$ cat config.mk
export PLATFORM = sky130hd
export DESIGN_NAME = intel_hex_record_encoder
export DESIGN_NICKNAME = d
export VERILOG_FILES = /design/src/hdl/ihex_pkg.sv /design/src/hdl/ihex_dp.sv /design/src/hdl/ihex_ctrl.sv /design/src/hdl/intel_hex_record_encoder.sv
export SDC_FILE = /design/constraint.sdc
export NUM_CORES = 1
export LEC_CHECK = 0
export ABC_AREA = 1
export ABC_CLOCK_PERIOD_IN_PS = 4000
export BUFFER_PORTS_ARGS = -buffer_cell sky130_fd_sc_hd__buf_4
export CORE_ASPECT_RATIO = 0.75
export CORE_UTILIZATION = 26
export CTS_CLUSTER_DIAMETER = 60
export DETAILED_ROUTE_END_ITERATION = 8
export HOLD_SLACK_MARGIN = 0.15
export SETUP_SLACK_MARGIN = 0.05
export SLEW_MARGIN = 40
export SYNTH_ARGS = -nofsm -noshare
export SYNTH_HDL_FRONTEND = slang
export SYNTH_HIERARCHICAL = 1
export SYNTH_SLANG_ARGS = --single-unit
$ cat constraint.sdc
create_clock -name i_clk -period 4 [get_ports i_clk]
set_input_delay 0.6 -clock i_clk [delete_from_list [all_inputs] [get_ports i_clk]]
set_output_delay 0.6 -clock i_clk [all_outputs]
set_load 0.02 [all_outputs]
$ cat src/hdl/ihex_pkg.sv
`default_nettype none

package ihex_pkg;

    // bytes per data record
    localparam int LINE_BYTES = 16;
    // width of the record byte count, holds LINE_BYTES itself
    localparam int CNT_W = $clog2(LINE_BYTES + 1);
    // width of an index into the record buffer
    localparam int IDX_W = (LINE_BYTES > 1) ? $clog2(LINE_BYTES) : 1;
    // width of the digit position counter
    localparam int POS_W = 4;
    // characters in the end record including CR LF
    localparam int END_LEN = 13;

    localparam logic [7:0] CH_COLON = 8'h3A;
    localparam logic [7:0] CH_ZERO  = 8'h30;
    localparam logic [7:0] CH_ONE   = 8'h31;
    localparam logic [7:0] CH_F     = 8'h46;
    localparam logic [7:0] CH_CR    = 8'h0D;
    localparam logic [7:0] CH_LF    = 8'h0A;

    localparam logic KIND_DATA   = 1'b0;
    localparam logic KIND_FINISH = 1'b1;

    // character source chosen by the controller
    typedef enum logic [3:0] {
        SEL_COLON,
        SEL_LEN,
        SEL_ADDR,
        SEL_TYPE,
        SEL_DATA,
        SEL_CHK,
        SEL_CR,
        SEL_LF,
        SEL_END
    } t_sel;

    typedef struct packed {
        logic             take;    // input beat accepted this cycle
        logic             emit;    // load a character into the output register
        t_sel             sel;
        logic [POS_W-1:0] pos;     // digit position within the field
        logic             last;    // final character for the current input beat
        logic             clear;   // record sent, empty the line
        logic [IDX_W-1:0] rd_idx;  // buffer read address for the next cycle
    } t_cmd;

    typedef struct packed {
        logic             room;       // output register can take a character
        logic             close;      // data beat at the input closes a record
        logic             have_data;  // line holds at least one byte
        logic [CNT_W-1:0] count;
    } t_status;

    function automatic logic [7:0] hex_char(input logic [3:0] nib);
        logic [7:0] v;
        v = {4'h0, nib};
        if (nib < 4'd10) begin
            return CH_ZERO + v;
        end else begin
            return 8'h37 + v;
        end
    endfunction

    // ":00000001FF" CR LF
    function automatic logic [7:0] end_char(input logic [POS_W-1:0] pos);
        logic [7:0] c;
        unique case (pos)
            4'd0:    c = CH_COLON;
            4'd8:    c = CH_ONE;
            4'd9:    c = CH_F;
            4'd10:   c = CH_F;
            4'd11:   c = CH_CR;
            4'd12:   c = CH_LF;
            default: c = CH_ZERO;
        endcase
        return c;
    endfunction

endpackage

`default_nettype wire

$ cat src/hdl/ihex_dp.sv
`default_nettype none

module ihex_dp (
    input  wire logic                  i_clk,
    input  wire logic                  i_rst_n,
    input  wire ihex_pkg::t_cmd        i_cmd,
    output ihex_pkg::t_status          o_status,
    input  wire logic [7:0]            i_data_byte,
    input  wire logic [15:0]           i_byte_address,
    input  wire logic                  i_section_end,
    input  wire logic                  i_kind,
    input  wire logic                  i_out_stall,
    output logic                       o_out_valid,
    output logic [7:0]                 o_character,
    output logic                       o_run_last
);
    import ihex_pkg::*;

    logic [7:0]       r_line [LINE_BYTES];
    logic [7:0]       r_rd_byte;
    logic [CNT_W-1:0] r_count;
    logic [15:0]      r_start;
    logic [7:0]       r_sum;
    logic             r_out_valid;
    logic [7:0]       r_char;
    logic             r_last;

    logic [7:0] len_byte;
    logic [7:0] chk;
    logic [7:0] ch;
    logic [3:0] nib;

    assign len_byte = 8'(r_count);
    assign chk      = 8'h00 - (r_sum + len_byte + r_start[15:8] + r_start[7:0]);

    always_comb begin
        nib = 4'h0;
        ch  = CH_ZERO;
        unique case (i_cmd.sel)
            SEL_COLON: ch = CH_COLON;
            SEL_LEN: begin
                nib = i_cmd.pos[0] ? len_byte[3:0] : len_byte[7:4];
                ch  = hex_char(nib);
            end
            SEL_ADDR: begin
                unique case (i_cmd.pos[1:0])
                    2'd0: nib = r_start[15:12];
                    2'd1: nib = r_start[11:8];
                    2'd2: nib = r_start[7:4];
                    2'd3: nib = r_start[3:0];
                endcase
                ch = hex_char(nib);
            end
            SEL_TYPE: ch = CH_ZERO;
            SEL_DATA: begin
                nib = i_cmd.pos[0] ? r_rd_byte[3:0] : r_rd_byte[7:4];
                ch  = hex_char(nib);
            end
            SEL_CHK: begin
                nib = i_cmd.pos[0] ? chk[3:0] : chk[7:4];
                ch  = hex_char(nib);
            end
            SEL_CR:  ch = CH_CR;
            SEL_LF:  ch = CH_LF;
            SEL_END: ch = end_char(i_cmd.pos);
            default: ch = CH_ZERO;
        endcase
    end

    // record buffer, no reset
    always_ff @(posedge i_clk) begin
        if (i_cmd.take && i_kind == KIND_DATA) begin
            r_line[r_count[IDX_W-1:0]] <= i_data_byte;
        end
        r_rd_byte <= r_line[i_cmd.rd_idx];
    end

    always_ff @(posedge i_clk) begin
        if (!i_rst_n) begin
            r_count     <= '0;
            r_start     <= '0;
            r_sum       <= '0;
            r_out_valid <= 1'b0;
            r_char      <= '0;
            r_last      <= 1'b0;
        end else begin
            if (i_cmd.clear) begin
                r_count <= '0;
                r_sum   <= '0;
            end else if (i_cmd.take && i_kind == KIND_DATA) begin
                if (r_count == '0) begin
                    r_start <= i_byte_address;
                end
                r_count <= r_count + CNT_W'(1);
                r_sum   <= r_sum + i_data_byte;
            end
            if (i_cmd.emit) begin
                r_out_valid <= 1'b1;
                r_char      <= ch;
                r_last      <= i_cmd.last;
            end else if (!i_out_stall) begin
                r_out_valid <= 1'b0;
            end
        end
    end

    assign o_status.room      = !r_out_valid || !i_out_stall;
    assign o_status.close     = (r_count == CNT_W'(LINE_BYTES - 1)) || i_section_end;
    assign o_status.have_data = (r_count != '0);
    assign o_status.count     = r_count;

    assign o_out_valid = r_out_valid;
    assign o_character = r_char;
    assign o_run_last  = r_last;

endmodule

`default_nettype wire

$ cat src/hdl/ihex_ctrl.sv
`default_nettype none

module ihex_ctrl (
    input  wire logic               i_clk,
    input  wire logic               i_rst_n,
    input  wire logic               i_in_valid,
    input  wire logic               i_kind,
    output logic                    o_in_stall,
    input  wire ihex_pkg::t_status  i_status,
    output ihex_pkg::t_cmd          o_cmd
);
    import ihex_pkg::*;

    typedef enum logic [3:0] {
        S_IDLE,
        S_COLON,
        S_LEN,
        S_ADDR,
        S_TYPE,
        S_DATA,
        S_CHK,
        S_CR,
        S_LF,
        S_END
    } t_state;

    t_state           r_state, n_state;
    logic [POS_W-1:0] r_step, n_step;
    logic [IDX_W-1:0] r_idx, n_idx;
    logic             r_fin, n_fin;

    logic take;
    logic adv;
    logic last_byte;

    assign take      = i_in_valid && (r_state == S_IDLE);
    assign adv       = (r_state != S_IDLE) && i_status.room;
    assign last_byte = (CNT_W'(r_idx) + CNT_W'(1)) == i_status.count;

    always_comb begin
        n_state = r_state;
        n_step  = r_step;
        n_idx   = r_idx;
        n_fin   = r_fin;
        unique case (r_state)
            S_IDLE: begin
                n_step = '0;
                n_idx  = '0;
                if (take) begin
                    if (i_kind == KIND_FINISH) begin
                        n_fin   = 1'b1;
                        n_state = i_status.have_data ? S_COLON : S_END;
                    end else if (i_status.close) begin
                        n_fin   = 1'b0;
                        n_state = S_COLON;
                    end
                end
            end
            S_COLON: if (adv) n_state = S_LEN;
            S_LEN: begin
                if (adv) begin
                    n_step = r_step + POS_W'(1);
                    if (r_step[0]) begin
                        n_step  = '0;
                        n_state = S_ADDR;
                    end
                end
            end
            S_ADDR: begin
                if (adv) begin
                    n_step = r_step + POS_W'(1);
                    if (r_step[1:0] == 2'd3) begin
                        n_step  = '0;
                        n_state = S_TYPE;
                    end
                end
            end
            S_TYPE: begin
                if (adv) begin
                    n_step = r_step + POS_W'(1);
                    if (r_step[0]) begin
                        n_step  = '0;
                        n_state = S_DATA;
                    end
                end
            end
            S_DATA: begin
                if (adv) begin
                    n_step = r_step + POS_W'(1);
                    if (r_step[0]) begin
                        n_step = '0;
                        if (last_byte) begin
                            n_state = S_CHK;
                        end else begin
                            n_idx = r_idx + IDX_W'(1);
                        end
                    end
                end
            end
            S_CHK: begin
                if (adv) begin
                    n_step = r_step + POS_W'(1);
                    if (r_step[0]) begin
                        n_step  = '0;
                        n_state = S_CR;
                    end
                end
            end
            S_CR: if (adv) n_state = S_LF;
            S_LF: begin
                if (adv) begin
                    n_step  = '0;
                    n_state = r_fin ? S_END : S_IDLE;
                end
            end
            S_END: begin
                if (adv) begin
                    n_step = r_step + POS_W'(1);
                    if (r_step == POS_W'(END_LEN - 1)) begin
                        n_step  = '0;
                        n_state = S_IDLE;
                    end
                end
            end
            default: n_state = S_IDLE;
        endcase
    end

    always_ff @(posedge i_clk) begin
        if (!i_rst_n) begin
            r_state <= S_IDLE;
            r_step  <= '0;
            r_idx   <= '0;
            r_fin   <= 1'b0;
        end else begin
            r_state <= n_state;
            r_step  <= n_step;
            r_idx   <= n_idx;
            r_fin   <= n_fin;
        end
    end

    always_comb begin
        o_cmd.take   = take;
        o_cmd.emit   = adv;
        o_cmd.pos    = r_step;
        o_cmd.rd_idx = n_idx;
        o_cmd.clear  = adv && (r_state == S_LF);
        o_cmd.last   = 1'b0;
        o_cmd.sel    = SEL_COLON;
        unique case (r_state)
            S_IDLE:  o_cmd.sel = SEL_COLON;
            S_COLON: o_cmd.sel = SEL_COLON;
            S_LEN:   o_cmd.sel = SEL_LEN;
            S_ADDR:  o_cmd.sel = SEL_ADDR;
            S_TYPE:  o_cmd.sel = SEL_TYPE;
            S_DATA:  o_cmd.sel = SEL_DATA;
            S_CHK:   o_cmd.sel = SEL_CHK;
            S_CR:    o_cmd.sel = SEL_CR;
            S_LF: begin
                o_cmd.sel  = SEL_LF;
                o_cmd.last = !r_fin;
            end
            S_END: begin
                o_cmd.sel  = SEL_END;
                o_cmd.last = (r_step == POS_W'(END_LEN - 1));
            end
            default: o_cmd.sel = SEL_COLON;
        endcase
    end

    assign o_in_stall = (r_state != S_IDLE);

endmodule

`default_nettype wire

$ cat src/hdl/intel_hex_record_encoder.sv
`default_nettype none

// Intel HEX record writer. Each input beat carries either one section byte
// (kind 0) with its 16-bit load address and a last-of-section mark, or a
// finish request (kind 1). Bytes collect in a line buffer of LINE_BYTES
// entries; the record address is that of the first byte in the line, later
// addresses are ignored. When the line fills, or a byte carries the section
// end mark, the block streams ':' LL AAAA 00 DD.. CC CR LF as ASCII, one
// character per output beat, upper-case hex and two's-complement checksum.
// A finish beat first flushes any partial line and then sends the end
// record ":00000001FF" CR LF. o_run_last marks the last character caused by
// one input beat. Timing: a byte that does not close a line does not hold
// the input off; a byte that closes a line of N bytes holds the input off
// while its 2N + 13 characters go out, one character per cycle from the
// output register while the consumer does not stall; a finish beat adds 13
// more characters for the end record. The character emitter sets the rate.
module intel_hex_record_encoder (
    input  wire logic        i_clk,
    input  wire logic        i_rst_n,
    // input beat
    input  wire logic        i_in_valid,
    output logic             o_in_stall,
    input  wire logic        i_kind,
    input  wire logic [7:0]  i_data_byte,
    input  wire logic [15:0] i_byte_address,
    input  wire logic        i_section_end,
    // output beat, one ascii character
    output logic             o_out_valid,
    input  wire logic        i_out_stall,
    output logic [7:0]       o_character,
    output logic             o_run_last
);
    import ihex_pkg::*;

    t_cmd    cmd;
    t_status status;

    // sequencer: walks the record fields and the end record
    ihex_ctrl u_ctrl (
        .i_clk      (i_clk),
        .i_rst_n    (i_rst_n),
        .i_in_valid (i_in_valid),
        .i_kind     (i_kind),
        .o_in_stall (o_in_stall),
        .i_status   (status),
        .o_cmd      (cmd)
    );

    // line buffer, count, start address, checksum and output register
    ihex_dp u_dp (
        .i_clk          (i_clk),
        .i_rst_n        (i_rst_n),
        .i_cmd          (cmd),
        .o_status       (status),
        .i_data_byte    (i_data_byte),
        .i_byte_address (i_byte_address),
        .i_section_end  (i_section_end),
        .i_kind         (i_kind),
        .i_out_stall    (i_out_stall),
        .o_out_valid    (o_out_valid),
        .o_character    (o_character),
        .o_run_last     (o_run_last)
    );

endmodule

`default_nettype wire

; ---- Yosys cells after proc, flatten, opt, wreduce, memory -nomap -nowiden
; Memory sizes are Yosys's and may differ from the RTL's. A register that Yosys moved wholly into a read port is not among the register bits.
; Cells that the tools add are included.
[word_totals]
memories = 1
ramBits = 128
elab_cells = 159
register_bits = 52
output_inout_bits = 11
in_bits = 30
[classes]
n_bitwise = 3
n_eq_ne = 46
addsub = 17
mux = 53
n_reduce_logical = 25
magnitude_cmp = 4
[mem_list]
columns = name, depth, width, rd, rd_ports_with_merged_regs, write_ports, line
row1 = u_dp.r_line, 16, 8, 1, 1, 1, ihex_dp.sv:19  ; logic [7:0] r_line [LINE_BYTES];
[op_table]
columns = op, n
row1 = $mux 4, 35
row2 = $pmux 8 s8, 1
row3 = $add 6x4->7 const A, 8
row4 = $pmux 4 s10, 1
row5 = $ne 2x1->1 const B, 19
row6 = $pmux 7 s5, 1
row7 = $eq 4x3->1 const B, 8
row8 = $eq 4x4->1 const B, 8
row9 = $mux 8, 4
row10 = $pmux 4 s8, 1
row11 = $add 8x8->8, 3
row12 = $pmux 4 s5, 1
row13 = $reduce_and 18->1, 1
row14 = $lt 4x4->1 const B, 4
row15 = $pmux 4 s4, 1
row16 = $eq 4x2->1 const B, 3
row17 = $logic_not 4->1, 3
row18 = $reduce_bool 5->1, 2
row19 = $add 4x1->4 const B, 2
row20 = $add 8x5->8, 1
row21 = $eq 4x1->1 const B, 2
row22 = $pmux 4 s2, 1
row23 = $sub 1x8->8 const A, 1
row24 = $mux 1, 6
row25 = 20 further kinds, 31

; ---- Logic depth before layout (Yosys ltp)
; Gate-level depths: netlist of run 1.
[depth]
word_depth = 8
mapped_depth = 25
ltp_nobuf = 24

; ---- By module
; The synthesis of run 1 kept the hierarchy.
[by_module_without_submodules]
columns = module, cells_per_inst, area_per_inst_um2, seq_area_each_um2, n_inst
row1 = ihex_dp, 879, 8792.2, 4764.6, 1
row2 = ihex_ctrl, 189, 1137.3, 260.2, 1

; ---- Least setup slack after synthesis of run 1
; Ideal clock, no wire load.
[synth_path]
kind = register -> register
from = register u_dp.r_count[1]
to = register u_dp.r_char[2], in the netlist u_dp/o_character[2]
setup_time_ns = 0.123
t_arrival_ns = 3.685
t_required_ns = 3.877
period_less_slack_ns = 3.808
n_path_buf = 0
path_stages_with_launch = 22
setup_slack_ns = 0.192
cell_sequence = dfxtp_1 -> inv_1 -> fa_1 -> inv_1 -> fa_1 -> fa_1 -> inv_1 -> ha_1 -> inv_1 -> fa_1 -> xor2_1 -> nand2_1 -> o21ai_0 -> ha_1 -> inv_1 -> nand3_1 -> nand2_1 -> nand4_1 -> nand3_1 -> nand2_1 -> nand2_1 -> a21oi_1
[synth_via]
elab_chain_cells = 8
elab_cells_between_ends = 15
classes_between = 8 x add/sub / 2 x order compare / 5 x mux
[synth_rtl]
columns = item, line
row1 = from (decl), ihex_dp.sv:21  ; logic [CNT_W-1:0] r_count;
row2 = from (signal assigned), ihex_dp.sv:94  ; r_count <= r_count + CNT_W'(1);
row3 = $add 8x5->8, ihex_dp.sv:34  ; assign chk = 8'h00 - (r_sum + len_byte + r_start[15:8] + r_start[7:0]);
row4 = $add 8x8->8 (2 in a row), ihex_dp.sv:34
row5 = $sub 1x8->8, ihex_dp.sv:34
row6 = $mux 4, ihex_dp.sv:60  ; nib = i_cmd.pos[0] ? chk[3:0] : chk[7:4];
row7 = $add 6x4->7 (tied with other cells), ihex_pkg.sv:62  ; return 8'h37 + v;
row8 = $mux 8, ihex_pkg.sv:59  ; if (nib < 4'd10) begin
row9 = $pmux 8 s8 (*), ihex_dp.sv:39  ; unique case (i_cmd.sel)
row10 = to (signal assigned), ihex_dp.sv:99  ; r_char <= ch;
row11 = to (decl), ihex_dp.sv:25  ; logic [7:0] r_char;
; Every way passes the cells marked *; elsewhere a longest branch is shown, timed or not.
; A chain may end at the register's enable or synchronous reset.

; ---- Worst setup path after layout of run 1
[layout_path]
from = register u_dp.r_start[1]
to = register u_dp.r_char[1], in the netlist u_dp/o_character[1]
[layout_via]
elab_chain_cells = 6
elab_cells_between_ends = 14
classes_between = 6 x add/sub / 2 x order compare / 6 x mux
[layout_rtl]
columns = item, line
row1 = from (decl), ihex_dp.sv:22  ; logic [15:0] r_start;
row2 = from (signal assigned), ihex_dp.sv:92  ; r_start <= i_byte_address;
row3 = $add 8x8->8, ihex_dp.sv:34
row4 = $sub 1x8->8, ihex_dp.sv:34
row5 = $mux 4, ihex_dp.sv:60
row6 = $add 6x4->7 (tied with other cells), ihex_pkg.sv:62
row7 = $mux 8, ihex_pkg.sv:59
row8 = $pmux 8 s8 (*), ihex_dp.sv:39
; Every way passes the cells marked *; elsewhere a longest branch is shown, timed or not. The select of a mux whose other input is x is not followed.

==> run_results.csv, run 1 <==
group,metric,value,unit
status,outcome,"completed",
worst_setup_path,worst_r2r_endpoint,"u_dp/o_character[1]",
worst_setup_path,crit-reg2reg-launch,"u_dp/r_start[1]",
worst_hold_path,timing.hold.worst_path_depth,3,
synthesis,synth-seq-cells,187,
routing,vias_per_cell,4.619,
synthesis,share_of_synthesized_cell_area_in_and_or_nand_and_nor_gates,0.1641,
timing,maxClockFrequency,264.7,MHz
worst_hold_path,whs_endpoint,"u_dp/r_start[13]",
worst_setup_path,worstRegToRegCells,21,
global_route,grt_util_all_layers,0.1261,
clocking,clk_pin_slew_worst_setup_hold_paths,80,ps
clocking,clkSinkCount,187,
worst_setup_path,worst-r2r-setup-slack,220,ps
worst_setup_path,worst-setup-path-type,"reg2reg",
worst_setup_path,endpoint_kind,"flop",
synthesis,synth_adder_area_share,0.07031,
timing,min_period,3778,ps
layout,area_delta_synth_final,15.81,%
floorplanning,die_area,38980,um2
power,vdd_drop_max,0.3741,mV
placed_design,post_dp_cell_area,10790,um2
floorplanning,die_height,171.2,um
synthesis,yosys.area_share.xor_xnor,0.006174,
worst_setup_path,timing.critical_path.cells,"inv_2, fa_1, inv_2, fa_2, fa_1, inv_1, ha_2, inv_2, fa_2, inv_1, nand3_2, nand3_1, nand3_2, nand2_2, nand2_4, buf_4, nand4_1, nand3_1, nand2_1, nand2_1, a21oi_1",
layout,fin_util,0.3081,
worst_hold_path,holdCritPathClass,"in2reg",
synthesis,synth-edff-count,128,
layout,leading_cell_types_in_the_layout_fill_and_taps_excluded,"sky130_fd_sc_hd__nand2_1 (149), sky130_fd_sc_hd__inv_1 (140), sky130_fd_sc_hd__edfxtp_1 (128)",
timing,timing.hold.ws,381.3,ps
layout,commonest_non_fill_non_tap_cell_in_the_layout,"sky130_fd_sc_hd__nand2_1",
global_route,remaining_global_route_overflow,0,
timing,final.setup_skew,13.98,ps
layout,total_number_of_nets_in_the_final_design,1187,
synthesis,yosysUniqueCellTypes,49,
synthesis,yosys-mux-area-fraction,0.03327,
clocking,ctsHtreeMaxLevel,4,
worst_setup_path,timing.critical_path.arrival,4140,ps
synthesis,synth_top_family_by_area,"simple AND/OR/NAND/NOR gates",
worst_setup_path,critical_path_buf_inv_count,6,
layout,diode_insertion_count_for_antenna_repair,0,
floorplanning,rows,61,
placed_design,detailedPlacementHpwl,17490,um
power,power_per_cell_area,677.1,nW/um2
layout,stdcell_area,11500,um2
routing,routedWlPerCell,15.04,um
global_route,grt_max_degree,48,
worst_setup_path,path_common_cell,"sky130_fd_sc_hd__inv_2",
worst_hold_path,hold_path.startpoint,"i_byte_address[13]",
timing,setup_violation_total_in_the_final_timing_report,0,
global_route,first_global_vias,6963,
routing,num_vias,7510,
worst_setup_path,crit_required,4370,ps
synthesis,synth-async-reset-ratio,0,
synthesis,synth.yosys.seq_area_share,0.5060,
synthesis,yosysWarnings,6,
timing,final_critical_path_setup_slack,221.6,ps
layout,final_layout_size_suffix_gt1_frac,0.1595,
synthesis,synth.avg_cell_area,9.297,um2
floorplanning,starting_density_of_the_core,0.2660,
routing,routed_wl,24460,um
placed_design,port_buffer_count,39,
timing,worst_slew_margin_rel,0.4414,
routing,drt-initial-drc-count,577,
clocking,cts_hold_buf,0,
worst_setup_path,critPathSlowestCell,"sky130_fd_sc_hd__fa_1",
floorplanning,design.portCount,41,
layout,fillerInstances,3846,
timing,timing_worst_slew_pin_value,834.8,ps
timing,final-hold-violation-count,0,
synthesis,synth_area,9930,um2
clocking,clk_latency,440,ps
placed_design,routabilityCongestion,0.9115,
routing,drc,0,
worst_setup_path,cp-start-kind,"flop",
run,cap_viol_max_count,0,
floorplanning,dieWidth,227.7,um
synthesis,synth_compound_gate_area_share,0.1397,
worst_setup_path,slowest_delay,560,ps
clocking,cts-root-buf,"sky130_fd_sc_hd__clkbuf_16",
global_route,grt_pass1_wl,37780,um
routing,drtAntennaViolNets,0,
timing,rsz_0062_raised_after_global_routing,"false",
timing,setup_tns,0,ps
synthesis,synthFlopType,"sky130_fd_sc_hd__edfxtp_1",
placed_design,preCtsSetupSlack,99.99,ps
synthesis,syn_nets,1146,
global_route,initial_antenna_violation_count,0,
worst_setup_path,critPathMaxFanout,4,
clocking,clk_path_buf_depth,2,
clocking,cts_buffers,17,
clocking,cts_tree,"built",
power,total_leakage_power,4.353,nW
worst_setup_path,crit_cells,21,
synthesis,netlist_instances,1068,
timing,layout_worst_path_cycle_share,0.9446,
routing,drt_first_pass_iters,5,
floorplanning,core,37320,um2
timing,final-max-slew-violation-count,0,
worst_setup_path,path_delay_family,"adder cells",
==> worst max path at each step <==
stage,from,endpoint,slack [ps]
6_report,u_dp/r_start[1],u_dp/o_character[1],220
5_1_grt,u_dp/r_start[1],u_dp/o_character[2],10
4_1_cts,u_dp/r_count[1],u_dp/o_character[2],60
3_5_place_dp,u_dp/r_count[1],u_dp/o_character[2],100
3_3_place_gp,u_dp/r_count[1],u_dp/o_character[2],170
2_1_floorplan,u_dp/r_count[1],u_dp/o_character[2],190
==> layout make-up <==
cell class,count,area (um2),share of cell area
Clock inverter,15,173.9,0.01512
Inverter,162,613.1,0.05331
Timing Repair Buffer,58,447.9,0.03895
Sequential cell,187,5031,0.4375
Tap cell,504,630.6,0.05484
Multi-Input combinational cell,683,4178,0.3633
Clock buffer,17,425.4,0.03699
==> sequential cells by signal (all words and copies together), names as in the netlist, 4 cells and up <==
register	cells
u_dp/r_start	16
u_ctrl/r_step	4
u_dp/r_line	128
u_dp/r_sum	8
u_ctrl/r_idx	4
u_ctrl/r_state	4
u_dp/r_count	5
u_dp/r_rd_byte	8
u_dp/o_character	7
==> report_power, final <==
part / leakage [nW] / switching (mW) / internal, mW
clock network: 0.292 / 0.826 / 0.899
registers: 1.64 / 0.118 / 2.22
logic: 2.42 / 2.33 / 1.40
total: 4.35 / 3.27 / 4.51
==> routing by layer <==
metal / routed length (um) / track usage / vias up
li1: - / - / 3707
met1: 11810 / 0.1813 / 3600
met2: 11220 / 0.1960 / 192
met3: 1272 / 0.02357 / 11
met4: 153 / 0.02597 / 0
met5: 0 / 0 / -
==> per-stage QoR <==
step                power, mW  instances
finish                  7.786       1626
global route            8.368       1626
CTS                     7.296       1621
detailed placement      5.565       1589
global placement        5.497       1589
floorplan               4.828       1068
==> cell usage after synthesis, types with 6 or more instances <==
cell	instances	area, um2
sky130_fd_sc_hd__nand3_1	59	295.3
sky130_fd_sc_hd__nand4_1	10	62.56
sky130_fd_sc_hd__inv_1	147	551.8
sky130_fd_sc_hd__mux2i_1	33	330.3
sky130_fd_sc_hd__nor2_1	90	337.8
sky130_fd_sc_hd__clkbuf_1	19	71.32
sky130_fd_sc_hd__nor3_1	7	35.03
sky130_fd_sc_hd__edfxtp_1	128	3844
sky130_fd_sc_hd__o21ai_1	7	35.03
sky130_fd_sc_hd__a21oi_1	82	410.4
sky130_fd_sc_hd__nor2_4	6	67.56
sky130_fd_sc_hd__o21ai_0	81	405.4
sky130_fd_sc_hd__dfxtp_1	59	1181
sky130_fd_sc_hd__inv_2	13	48.80
sky130_fd_sc_hd__o211ai_1	35	262.8
sky130_fd_sc_hd__nand2_1	151	566.8
sky130_fd_sc_hd__nand2_2	18	112.6
sky130_fd_sc_hd__o21ai_2	10	87.58
sky130_fd_sc_hd__fa_1	13	260.3
sky130_fd_sc_hd__ha_1	35	437.9
sky130_fd_sc_hd__buf_2	10	50.05
==> worst register-to-register path: cells and delay by family (launching register included) <==
kind / cells / cell delay (ps)
AND/OR/NAND/NOR: 9 / 840
flip-flops: 1 / 340
buffers and inverters: 6 / 420
adder cells (fa/ha/maj): 5 / 1970
AO/OA/AOI/OAI: 1 / 150
==> repair_timing <==
action	4_1_cts	5_1_grt
setup endpoints to repair	0	7
buffers inserted	0	5
resized for setup	0	25
==> kinds of logic after synthesis <==
group	count (synthesis)
muxes	33
DFF	187
adders and majority gates	48
buffers and inverters	198
other	1
xor gates and xnor gates	7
and+or+nand+nor	360
AOI/OAI and AO/OA	234
Note: power is estimated with default switching activity, not from simulation.
==> inputs of run 2 (changes only) <==
- RECOVER_POWER: not set -> 100
- REMOVE_ABC_BUFFERS: not set -> 1
==> run 2 against run 1 <==
Utilization fell by 0.35 points. Critical path type unchanged. Power fell by 3.9%. Largest cell class unchanged. Count of clock-buffer cells in the layout did not move. Combinational power fell by 8.8%. Worst setup slack improved by 79 ps. Fmax rose by 2.1%. Cell area fell by 1.1%. Critical path depth rose by 1. Hold slack got worse by 9.1 ps.
==> run_results.csv, run 2 (synthesized netlist as in run 1, its figures left out) <==
group,metric,value,unit
clocking,ctsHtreeMaxLevel,4,
layout,commonest_non_fill_non_tap_cell_in_the_layout,"sky130_fd_sc_hd__nand2_1",
worst_hold_path,holdCritPathClass,"in2reg",
power,total_leakage_power,4.277,nW
timing,final-max-slew-violation-count,0,
floorplanning,dieWidth,227.7,um
global_route,grt_pass1_wl,38410,um
floorplanning,starting_density_of_the_core,0.2660,
worst_setup_path,cp-start-kind,"flop",
run,cap_viol_max_count,0,
worst_setup_path,worst_r2r_endpoint,"u_dp/o_character[1]",
worst_setup_path,path_delay_family,"adder cells",
worst_setup_path,setup.worst_path.start,"u_dp/r_count[1]",
timing,maxClockFrequency,270.3,MHz
floorplanning,design.portCount,41,
timing,final.setup_skew,14.61,ps
worst_hold_path,whs_endpoint,"u_dp/r_start[6]",
routing,drt_first_pass_iters,8,
layout,area_delta_synth_final,14.50,%
timing,min_period,3699,ps
worst_hold_path,timing.hold.worst_path_depth,3,
clocking,cts_tree,"built",
layout,final_layout_size_suffix_gt1_frac,0.1169,
timing,setup_violation_total_in_the_final_timing_report,0,
routing,drt-initial-drc-count,423,
floorplanning,die_height,171.2,um
clocking,cts-root-buf,"sky130_fd_sc_hd__clkbuf_16",
clocking,clk_latency,440,ps
clocking,clkSinkCount,187,
routing,drc,0,
worst_setup_path,critPathMaxFanout,5,
timing,worst_slew_margin_rel,0.3880,
worst_setup_path,timing.critical_path.arrival,4080,ps
floorplanning,rows,61,
routing,routedWlPerCell,15.00,um
global_route,initial_antenna_violation_count,0,
timing,layout_worst_path_cycle_share,0.9247,
timing,rsz_0062_raised_after_global_routing,"false",
worst_setup_path,path_common_cell,"sky130_fd_sc_hd__nand2_1",
clocking,clk_path_buf_depth,2,
placed_design,port_buffer_count,39,
status,outcome,"completed",
worst_setup_path,worst-setup-path-type,"reg2reg",
layout,leading_cell_types_in_the_layout_fill_and_taps_excluded,"sky130_fd_sc_hd__nand2_1 (158), sky130_fd_sc_hd__inv_1 (148), sky130_fd_sc_hd__edfxtp_1 (128)",
worst_setup_path,slowest_delay,530,ps
global_route,remaining_global_route_overflow,0,
worst_setup_path,endpoint_kind,"flop",
routing,routed_wl,24380,um
clocking,cts_hold_buf,0,
global_route,first_global_vias,7004,
global_route,grt_util_all_layers,0.1290,
layout,stdcell_area,11370,um2
worst_hold_path,hold_path.startpoint,"i_byte_address[6]",
timing,timing.hold.ws,372.3,ps
layout,total_number_of_nets_in_the_final_design,1186,
worst_setup_path,critical_path_buf_inv_count,5,
layout,diode_insertion_count_for_antenna_repair,0,
floorplanning,core,37320,um2
clocking,clk_pin_slew_worst_setup_hold_paths,90,ps
routing,drtAntennaViolNets,0,
worst_setup_path,timing.critical_path.cells,"inv_1, fa_1, inv_1, fa_2, fa_1, inv_1, ha_1, inv_1, fa_2, inv_1, nand3_2, nand2_1, nand2_1, nand3_1, nand2_1, nand2_4, nand3_4, nand2_1, nand3_1, nand2_1, nand2_1, a21oi_1",
timing,final-hold-violation-count,0,
timing,timing_worst_slew_pin_value,917.9,ps
worst_setup_path,crit-reg2reg-launch,"u_dp/r_count[1]",
worst_setup_path,worstRegToRegCells,22,
routing,vias_per_cell,4.559,
placed_design,post_dp_cell_area,10820,um2
placed_design,detailedPlacementHpwl,17610,um
power,vdd_drop_max,0.3531,mV
placed_design,routabilityCongestion,0.8610,
power,power_per_cell_area,658.2,nW/um2
layout,flip_flop_count_of_the_largest_register_after_layout,128,
worst_setup_path,critPathSlowestCell,"sky130_fd_sc_hd__fa_1",
clocking,cts_buffers,17,
global_route,grt_max_degree,33,
routing,num_vias,7409,
worst_setup_path,worst-r2r-setup-slack,300,ps
timing,setup_tns,0,ps
worst_setup_path,crit_required,4380,ps
floorplanning,die_area,38980,um2
## run 2: per-stage QoR
| step | total power, mW | std cells | util | setup slack, ps |
|---|---|---|---|---|
| floorplan | 4.779 | 1032 | - | 133.3 |
| global route | 8.067 | 1625 | 0.3046 | 21.39 |
| global placement | 5.514 | 1591 | 0.2899 | 159.3 |
| detailed placement | 5.591 | 1591 | 0.2899 | 126.8 |
| CTS | 7.365 | 1623 | 0.3068 | 97.76 |
| finish | 7.483 | 1625 | 0.3046 | 301.0 |
## run 2: layout make-up
cell class              instances  area (um2)
inverters                     162       614.3
clock buffers                  17       425.4
fillers                      3885       25950
multi-input cells             683        4110
flip-flops and latches        187        5029
well taps                     504       630.6
clock inverters                15       206.4
repair buffers                 57       354.1
## run 2: metal layers
layer / track usage / share of wire / up-vias
li1: - / - / 3704
met1: 0.1876 / 0.51 / 3508
met2: 0.1953 / 0.43 / 172
met3: 0.02221 / 0.043 / 25
met4: 0.03618 / 0.013 / 0
met5: 0 / 0 / -
## run 2: what timing repair did
action                                  in CTS  in global routing
endpoints found under the hold margin        0                  0
endpoints found under the setup margin       0                  6
buffers inserted                             0                  2
gates resized for setup                      0                 15
## run 2: how the worst max path moves through the flow
| stage | endpoint | slack, ps | cells after the start |
|---|---|---|---|
| after floorplan | u_dp/r_rd_byte[6] | 130 | 11 |
| after global placement | u_dp/o_character[2] | 160 | 21 |
| after detailed placement | u_dp/o_character[2] | 130 | 21 |
| after CTS | u_dp/o_character[2] | 100 | 21 |
| after global routing | u_dp/o_character[2] | 20 | 24 |
| final | u_dp/o_character[1] | 300 | 22 |
## run 2: power breakdown
| part | leakage, nW | total, mW | switching, mW | internal [mW] |
|---|---|---|---|---|
| logic | 2.34 | 3.40 | 2.18 | 1.22 |
| clock network | 0.303 | 1.75 | 0.886 | 0.864 |
| registers | 1.64 | 2.33 | 0.117 | 2.22 |
| total | 4.28 | 7.48 | 3.18 | 4.30 |
## run 2: worst min-delay path: stages
cell and delay [ps]:
sky130_fd_sc_hd__buf_4 70, sky130_fd_sc_hd__nor2_1 30, sky130_fd_sc_hd__nor2_1 80
